===== src/uvg_pkg.sv =====
// Shared widths, status codes and field constants for the UUID version-7 generator.
package uvg_pkg;

  localparam int unsigned NowW   = 64;
  localparam int unsigned TimeW  = 48;
  localparam int unsigned RandAW = 12;
  localparam int unsigned RandBW = 62;
  localparam int unsigned TailW  = RandAW + RandBW;
  localparam int unsigned WordW  = 64;

  localparam logic [3:0] UuidVersion = 4'h7;
  localparam logic [1:0] UuidVariant = 2'b10;

  typedef enum logic [1:0] {
    StatusOk       = 2'd0,
    StatusRange    = 2'd1,
    StatusExhaust  = 2'd2
  } status_e;

  typedef struct packed {
    logic [WordW-1:0] upper;
    logic [WordW-1:0] lower;
    status_e          status;
  } result_t;

endpackage


===== src/uuid_v7_monotonic_generator.sv =====
// Top level of the monotonic UUID version-7 generator.
//
// Each accepted word carries a millisecond timestamp and 74 random bits and yields exactly one
// result word via the input and result registers: a version-7 UUID, or a status of out of range
// (timestamp negative or above 2^48-1) or exhausted (stored tail all ones), both with zero UUID
// fields. A timestamp later than the stored one starts a fresh UUID; an equal or earlier one
// reissues the stored time with the stored 74-bit tail incremented by one. Unless the output
// stalls, the block takes one word per cycle: an input register feeds a single pass of compare,
// 74-bit increment and field packing into the result register, and the stored time and tail
// are updated as a word moves into the result register, so consecutive words chain without gaps.
module uuid_v7_monotonic_generator (
  input  logic                                clk_i,
  input  logic                                rst_ni,
  input  logic                                in_valid_i,
  output logic                                in_stall_o,
  input  logic signed [uvg_pkg::NowW-1:0]     now_ms_i,
  input  logic        [uvg_pkg::RandAW-1:0]   rand_a_i,
  input  logic        [uvg_pkg::RandBW-1:0]   rand_b_i,
  output logic                                out_valid_o,
  input  logic                                out_stall_i,
  output logic        [uvg_pkg::WordW-1:0]    uuid_upper_o,
  output logic        [uvg_pkg::WordW-1:0]    uuid_lower_o,
  output logic        [1:0]                   status_o
);

  logic                              in_valid_q;
  logic [uvg_pkg::NowW-1:0]          now_q;
  logic [uvg_pkg::RandAW-1:0]        rand_a_q;
  logic [uvg_pkg::RandBW-1:0]        rand_b_q;

  logic                              out_valid_q;
  uvg_pkg::result_t                  res_q;
  uvg_pkg::result_t                  res_d;

  logic [uvg_pkg::TimeW-1:0]         last_time_q;
  logic [uvg_pkg::TimeW-1:0]         last_time_d;
  logic [uvg_pkg::TailW-1:0]         last_tail_q;
  logic [uvg_pkg::TailW-1:0]         last_tail_d;
  logic                              have_last_q;
  logic                              have_last_d;

  logic                              out_ready;
  logic                              advance;
  logic                              take_in;
  logic                              out_of_range;
  logic                              fresh;
  logic                              exhausted;
  logic [uvg_pkg::TimeW-1:0]         now_time;
  logic [uvg_pkg::TailW-1:0]         tail_inc;

  assign out_ready  = !out_valid_q || !out_stall_i;
  assign advance    = in_valid_q && out_ready;
  assign in_stall_o = in_valid_q && !out_ready;
  assign take_in    = in_valid_i && !in_stall_o;

  assign now_time     = now_q[uvg_pkg::TimeW-1:0];
  assign out_of_range = (now_q[uvg_pkg::NowW-1:uvg_pkg::TimeW] != '0);
  assign fresh        = !have_last_q || (now_time > last_time_q);
  assign exhausted    = &last_tail_q;
  assign tail_inc     = last_tail_q + uvg_pkg::TailW'(1);

  always_comb begin
    last_time_d = last_time_q;
    last_tail_d = last_tail_q;
    have_last_d = have_last_q;
    res_d       = '{upper: '0, lower: '0, status: uvg_pkg::StatusOk};
    priority if (out_of_range) begin
      res_d.status = uvg_pkg::StatusRange;
    end else if (fresh) begin
      last_time_d = now_time;
      last_tail_d = {rand_a_q, rand_b_q};
      have_last_d = 1'b1;
    end else if (exhausted) begin
      res_d.status = uvg_pkg::StatusExhaust;
    end else begin
      last_tail_d = tail_inc;
    end
    if (res_d.status == uvg_pkg::StatusOk) begin
      res_d.upper = {last_time_d, uvg_pkg::UuidVersion,
                     last_tail_d[uvg_pkg::TailW-1:uvg_pkg::RandBW]};
      res_d.lower = {uvg_pkg::UuidVariant, last_tail_d[uvg_pkg::RandBW-1:0]};
    end
  end

  always_ff @(posedge clk_i or negedge rst_ni) begin
    if (!rst_ni) begin
      in_valid_q  <= 1'b0;
      out_valid_q <= 1'b0;
      last_time_q <= '0;
      last_tail_q <= '0;
      have_last_q <= 1'b0;
    end else begin
      if (!in_stall_o) begin
        in_valid_q <= in_valid_i;
      end
      if (out_ready) begin
        out_valid_q <= in_valid_q;
      end
      if (advance) begin
        last_time_q <= last_time_d;
        last_tail_q <= last_tail_d;
        have_last_q <= have_last_d;
      end
    end
  end

  always_ff @(posedge clk_i) begin
    if (take_in) begin
      now_q    <= now_ms_i;
      rand_a_q <= rand_a_i;
      rand_b_q <= rand_b_i;
    end
    if (advance) begin
      res_q <= res_d;
    end
  end

  assign out_valid_o  = out_valid_q;
  assign uuid_upper_o = res_q.upper;
  assign uuid_lower_o = res_q.lower;
  assign status_o     = res_q.status;

  a_ok_layout : assert property (@(posedge clk_i) disable iff (!rst_ni)
    (out_valid_q && res_q.status == uvg_pkg::StatusOk) |->
      (res_q.upper[15:12] == uvg_pkg::UuidVersion &&
       res_q.lower[uvg_pkg::WordW-1:uvg_pkg::WordW-2] == uvg_pkg::UuidVariant))
    else $error("ok result lacks version or variant bits");

  a_err_zero : assert property (@(posedge clk_i) disable iff (!rst_ni)
    (out_valid_q && res_q.status != uvg_pkg::StatusOk) |->
      (res_q.upper == '0 && res_q.lower == '0))
    else $error("error result carries nonzero UUID fields");

  a_stall_held : assert property (@(posedge clk_i) disable iff (!rst_ni)
    in_stall_o |-> (in_valid_q && out_valid_q && out_stall_i))
    else $error("input stalled without a blocked result");

  a_have_last : assert property (@(posedge clk_i) disable iff (!rst_ni)
    (advance && !out_of_range) |=> have_last_q)
    else $error("in-range word did not leave a stored UUID");

  a_state_hold : assert property (@(posedge clk_i) disable iff (!rst_ni)
    !advance |=> ($stable(last_time_q) && $stable(last_tail_q)))
    else $error("stored state changed without a word passing");

endmodule


===== config.mk =====
export PLATFORM = sky130hd
export DESIGN_NAME = uuid_v7_monotonic_generator
export DESIGN_NICKNAME = d
export VERILOG_FILES = /design/src/uvg_pkg.sv /design/src/uuid_v7_monotonic_generator.sv
export SDC_FILE = /design/constraint.sdc
export NUM_CORES = 1
export LEC_CHECK = 0
export BUFFER_PORTS_ARGS = -buffer_cell sky130_fd_sc_hd__buf_2
export CORE_ASPECT_RATIO = 1.4
export CORE_MARGIN = 2
export CORE_UTILIZATION = 58
export DETAILED_ROUTE_END_ITERATION = 8
export HOLD_SLACK_MARGIN = 0.03
export PLACE_DENSITY = 0.87
export SYNTH_ARGS = -nofsm -noshare
export SYNTH_HDL_FRONTEND = slang
export SYNTH_SLANG_ARGS = --single-unit

===== constraint.sdc =====
create_clock -name clk_i -period 6.9 [get_ports clk_i]
set_input_delay 1.035 -clock clk_i [delete_from_list [all_inputs] [get_ports clk_i]]
set_output_delay 1.035 -clock clk_i [all_outputs]
set_load 0.02 [all_outputs]

==> results of run 1 <==
worst register-to-register path, stage by stage (launching register included):
cell and delay (ns):
dfrtp_1 0.42, ha_1 0.29, inv_1 0.11, or4_1 0.62
nor2_2 0.28, nand4_1 0.73, inv_1 0.31, a21o_4 0.91
buf_4 0.50, a211oi_1 0.11
flip-flops by register name, summed over array words and instances (netlist names):
signal / cells
have_last_q: 1
in_valid_q: 1
last_tail_q: 74
last_time_q: 48
now_q: 64
out_valid_o: 1
rand_a_q: 12
rand_b_q: 62
status_o: 2
uuid_lower_o: 62
uuid_upper_o: 61
kinds of logic (layout without fill, tap and decap cells):
group           count (synthesis)  count (layout)  share of synthesized area [%]
flops                         388             388                          57.76
compound gates                272             272                          10.25
fa+ha+maj                      49              49                          3.212
mux                           162             162                          8.823
simple gates                  472             472                          12.87
other cells                     1               3                        0.01965
buf+inv                       174             421                          4.175
xor+xnor                       63              63                          2.891
metrics by stage:
step / cells / worst slack [ns] / power [W] / hold slack, ns
2_1_floorplan: 1582 / 1.342 / 0.002924 / 0.4492
3_3_place_gp: 2199 / 2.434 / 0.003066 / 0.4731
3_5_place_dp: 2199 / 2.367 / 0.003083 / 0.4986
4_1_cts: 2269 / 2.349 / 0.005121 / 0.5120
5_1_grt: 2270 / 2.080 / 0.005240 / 0.5439
6_report: 2270 / 2.306 / 0.005090 / 0.4965
final cells by class:
type	instances	area [um2]	share of cell area, %
sequential	388	11030	50.55
multi-input combinational	1020	7305	33.49
timing repair buffer	284	1473	6.752
clock buffer	51	1020	4.675
tap	440	550.5	2.524
inverter	67	251.5	1.153
clock inverter	19	185.2	0.8490
antenna	1	2.502	0.01147
cell usage in the layout (no fill, tap or decap), drive strengths merged, types with 18 or more instances in the layout:
cell	netlist	final
xor2	46	46
nor3	18	18
nand2	88	88
nor4	18	18
mux2	50	50
buf	70	284
a2bb2oi	51	51
a211oi	64	64
inv	67	69
nand4	59	59
ha	49	49
dfrtp	125	125
mux2i	112	112
nand3	69	69
edfxtp	263	263
nor2	145	145
clkbuf	37	51
and3	18	18
a21oi	91	91
power by group:
group | leakage (nW) | switching (W) | internal [W]
sequential | 4.27 | 0.0000549 | 0.00261
clock | 0.591 | 0.000892 | 0.00116
combinational | 4.00 | 0.000255 | 0.000119
total | 8.86 | 0.00120 | 0.00389
layer usage:
layer  routed length, um  part of all wire (%)  GRT usage, %
met2               24860                    52         48.17
met1               17280                    36         32.25
met4                2520                   5.3         13.88
met3                3242                   6.8         5.572
met5                  61                  0.13             0
worst max-delay path by stage:
stage / from / end / slack [ns] / cells after the start
final: last_tail_q[0] / uuid_lower_o[31] / 2.31 / 9
after detailed placement: last_tail_q[0] / uuid_lower_o[31] / 2.37 / 9
after CTS: last_tail_q[0] / uuid_lower_o[31] / 2.35 / 9
after global routing: last_tail_q[0] / uuid_lower_o[31] / 2.08 / 9
after global placement: last_tail_q[0] / uuid_lower_o[31] / 2.43 / 9
after floorplan: out_stall_i / last_time_q[28] / 1.34 / 7
==> results_dict.tcl, run 1 <==
set metrics [dict create \
    place_area_um2 20600 \
    worstPathArrival_ns 4.83 \
    die_w_um 157.3 \
    finish.instance_area_um2 21810 \
    max_freq_ghz 0.2177 \
    drtIter0Drc 946 \
    core_um2 32400 \
    final_util_pct 67.32 \
    crit_top_cell "inv_1" \
    critPathLaunchType "flop" \
    clkLatencyLatePin_ns 0.55 \
    reg2regPathDepth 9 \
    yosysUniqueCellTypes 78 \
    post-route-min-period_ns 4.594 \
    grt_max_degree 126 \
    synth_area_leaders "edfxtp_1 (41%), dfrtp_1 (16%), mux2i_1 (5.9%)" \
    netlist_area_um2 19090 \
    worstMarginPinSlew_ns 1.331 \
    nNetsFinal 1990 \
    slew_headroom_pct 11.26 \
    dieArea_um2 34400 \
    setup_tns_ns 0 \
    cp_max_fo 97 \
    pwr_density_cell_nw_per_um2 233.4 \
    grt.total_usage_pct 27.64 \
    clk_pin_slew_ns 0.06 \
    dr.pass1.iters 6 \
    rows 78 \
    vdd_drop_max_mv 0.1915 \
    grt_pass1_wl_um 74120 \
    slowest_stage "a21o_4" \
    grt_pass1_vias 14056 \
    required_ns 7.14 \
    cts_max_level 2 \
    min_period_over_period_pct 66.58 \
    cts_root_buf "clkbuf_16" \
    yosysTopAreaCell "edfxtp_1" \
    hp-class "in2async" \
    wl_per_cell_um 21.13 \
    postRouteAntennaNets 0 \
    ys_seq_elements 388 \
    syn_inst 1581 \
    status "finished clean" \
    power.leakage_nw 8.858 \
    ys.flop_type "edfxtp_1" \
    grt_remaining_overflow 0 \
    critPathTopFamily "simple AND/OR/NAND/NOR gates" \
    hold_viol_final 0 \
    synth-edff-count 263 \
    critPathKind "reg2reg" \
    syn2layout_area_growth_pct 14.27 \
    rsz0062_at_grt "no" \
    drive_gt1_share_pct 22.42 \
    cts_tree "built" \
    endpoint_kind "flop" \
    numClockSinks 388 \
    r2r_end "uuid_lower_o[31]" \
    rrSetupSlack_ns 2.31 \
    yosys.area.top_type_share_pct 41.37 \
    r2r_start "last_tail_q[0]" \
    vias 13868 \
    cts_setup_buffers 0 \
    synthTopCellsByCount "edfxtp_1 (263), nor2_1 (143), dfrtp_1 (125)" \
    drcViolationCount 0 \
    cts_hold_buffers 0 \
    portBuffers 271 \
    yosysWarnings 0 \
    ioPinCount 274 \
    start_util_pct 58.91 \
    wl_um 47960 \
    yosysSeqAreaShare_pct 57.76 \
    antenna_found_initial 6 \
    hpwl_um 32350 \
    cts_made_buffers 38 \
    post-synth-top-count-cell "edfxtp_1" \
    avgSynthCellArea_um2 12.07 \
    cts_max_path_buffers 3 \
    viasPerCell 6.109 \
    slew_violations 0 \
    synthArstFlopShare_pct 32.22 \
    slowest_delay_ns 0.91 \
    finalSetupViolCount 0 \
    cap_violations 0 \
    die_h_um 218.7 \
    path_cells "ha_1 > inv_1 > or4_1 > nor2_2 > nand4_1 > inv_1 > a21o_4 > buf_4 > a211oi_1" \
    cts_resized 0 \
    clock_skew_ns 0.01439 \
    place.gp.congestion 0.9186 \
    crit_buf_inv 3 \
    fillCellCount 2325 \
]
Note: power is estimated with default switching activity, not from simulation.
==> run 2, diff against run 1 <==
Clock period 6.9 ns to 4.8 ns, I/O delays scaled along.
==> run 2 against run 1 <==
- die area unchanged
- critical endpoint is now uuid_lower_o[52]
- final area is 0.72% higher
- core utilization rose by 0.49 points
- critical path type unchanged
- sequential cell count did not move
- clock skew up 0.0046 ns
- global-route usage hardly changed
- setup slack got worse by 1.5 ns
- wire length is 0.16% lower
- clock power is 48% higher
- maximum frequency increased by 14%
- non-clock buffer count rose by 6
==> results_dict.tcl, run 2 (synthesized netlist as in run 1, its figures left out) <==
set metrics [dict create \
    portBuffers 271 \
    wl_um 47880 \
    post-route-min-period_ns 4.026 \
    crit_buf_inv 1 \
    path_cells "ha_1 > nand4_1 > nor4_1 > nand3_1 > a21boi_1 > nor4_4 > a21o_4 > buf_12 > a211oi_1" \
    min_period_over_period_pct 83.87 \
    final_util_pct 67.81 \
    required_ns 5.04 \
    cts_hold_buffers 0 \
    critPathLaunchType "flop" \
    cts_setup_buffers 0 \
    cp_max_fo 57 \
    worstMarginPinSlew_ns 1.061 \
    cts_made_buffers 39 \
    slew_headroom_pct 29.03 \
    ioPinCount 274 \
    die_h_um 218.7 \
    endpoint_kind "flop" \
    rows 78 \
    cts_root_buf "clkbuf_16" \
    nNetsFinal 1997 \
    start_util_pct 58.91 \
    clkLatencyLatePin_ns 0.55 \
    slowest_stage "a21o_4" \
    cap_violations 0 \
    cts_resized 0 \
    whs_ns 0.2638 \
    multi_input_area_um2 7305 \
    core_um2 32400 \
    die_w_um 157.3 \
    worstPathArrival_ns 4.27 \
    max_freq_ghz 0.2484 \
    grt_remaining_overflow 0 \
    critPathTopFamily "simple AND/OR/NAND/NOR gates" \
    stdcell_count 2280 \
    hp-class "in2async" \
    wl_per_cell_um 21.00 \
    reg.largest.list "last_tail_q (74), now_q (64)" \
    hpwl_um 32020 \
    cts_max_path_buffers 3 \
    drcViolationCount 0 \
    syn2layout_area_growth_pct 15.10 \
    cts_tree "built" \
    dr.pass1.iters 6 \
    grt_pass1_vias 13916 \
    vdd_drop_max_mv 0.2827 \
    largest_register_ffs 74 \
    fillCellCount 2333 \
    vias 13892 \
    max_flop_register "last_tail_q" \
    hold_viol_final 0 \
    setup_tns_ns 0 \
    pwr_density_cell_nw_per_um2 336.7 \
    grt.total_usage_pct 27.65 \
    final_common_cell "buf_2" \
    slew_violations 0 \
    drtIter0Drc 1022 \
    status "finished clean" \
    clk_pin_slew_ns 0.06 \
    grt_max_degree 156 \
    place.gp.congestion 0.9270 \
    finalSetupViolCount 0 \
    dieArea_um2 34400 \
    clock_skew_ns 0.01895 \
    slowest_delay_ns 0.68 \
    drive_gt1_share_pct 22.97 \
    critPathKind "reg2reg" \
    layout_common_cells "buf_2 (270), edfxtp_1 (263), nor2_1 (142)" \
    rsz0062_at_grt "no" \
    numClockSinks 388 \
    postRouteAntennaNets 0 \
    power.leakage_nw 8.937 \
    power.total_w 0.007398 \
    dp_cells 2205 \
    cts_max_level 2 \
    viasPerCell 6.093 \
    grt_pass1_wl_um 73490 \
    area.sequential_um2 11030 \
    antenna_found_initial 8 \
]
## run 2: cell types whose count changed in the layout (fill, tap and decap cells not counted), moves of 2 or more
| cell | change |
|---|---|
| clkinvlp_4 | +2 |
| clkinv_1 | -5 |
| clkbuf_8 | +3 |
| clkbuf_16 | +2 |
| buf_12 | +4 |
| diode_2 | +2 |
| buf_4 | +2 |
## run 2: layer usage
metal	vias up	track usage, %	part of all wire [%]
li1	6356	-	-
met1	6768	31.63	36
met2	591	48.27	51
met3	167	5.572	7.2
met4	10	15.12	5.4
met5	-	0	0.13
## run 2: worst paths after layout
path                                  from               end  slack, ns  cells after the start
max                              now_q[15]  uuid_lower_o[52]       0.77                      9
min                                 rst_ni   last_tail_q[47]       0.26                      1
max reg2reg                      now_q[15]  uuid_lower_o[52]       0.77                      9
min reg2reg                last_time_q[46]   last_time_q[46]       0.51                      1
max in group asynchronous           rst_ni   last_tail_q[51]       3.40                      2
min in group clk_i             rand_b_i[5]       rand_b_q[5]       0.34                      1
## run 2: stage by stage
step	instance area [um2]	setup slack [ns]
after floorplan	19090	0.2769
after global placement	20700	1.033
after detailed placement	20700	0.8855
after CTS	21960	0.8617
after global routing	21970	0.7362
final	21970	0.7743
## run 2: area by class of cell
cell class	instances	area share, %
antenna	3	0.03417
clock buffer	57	5.074
clock inverter	15	0.6720
inverter	67	1.145
multi-input combinational	1020	33.25
sequential	388	50.19
tap	440	2.506
timing repair buffer	290	7.136
## run 2: worst register-to-register path, cell delays in order (launching register included)
cell and delay (ns):
edfxtp_1 0.42, ha_1 0.34, nand4_1 0.24, nor4_1 0.62, nand3_1 0.21, a21boi_1 0.25, nor4_4 0.58, a21o_4 0.68
buf_12 0.30, a211oi_1 0.09
## run 2: where the power goes
part | switching, W | leakage (nW) | internal [W]
clock network | 0.00130 | 0.616 | 0.00173
logic | 0.000365 | 4.06 | 0.000174
registers | 0.0000783 | 4.27 | 0.00375
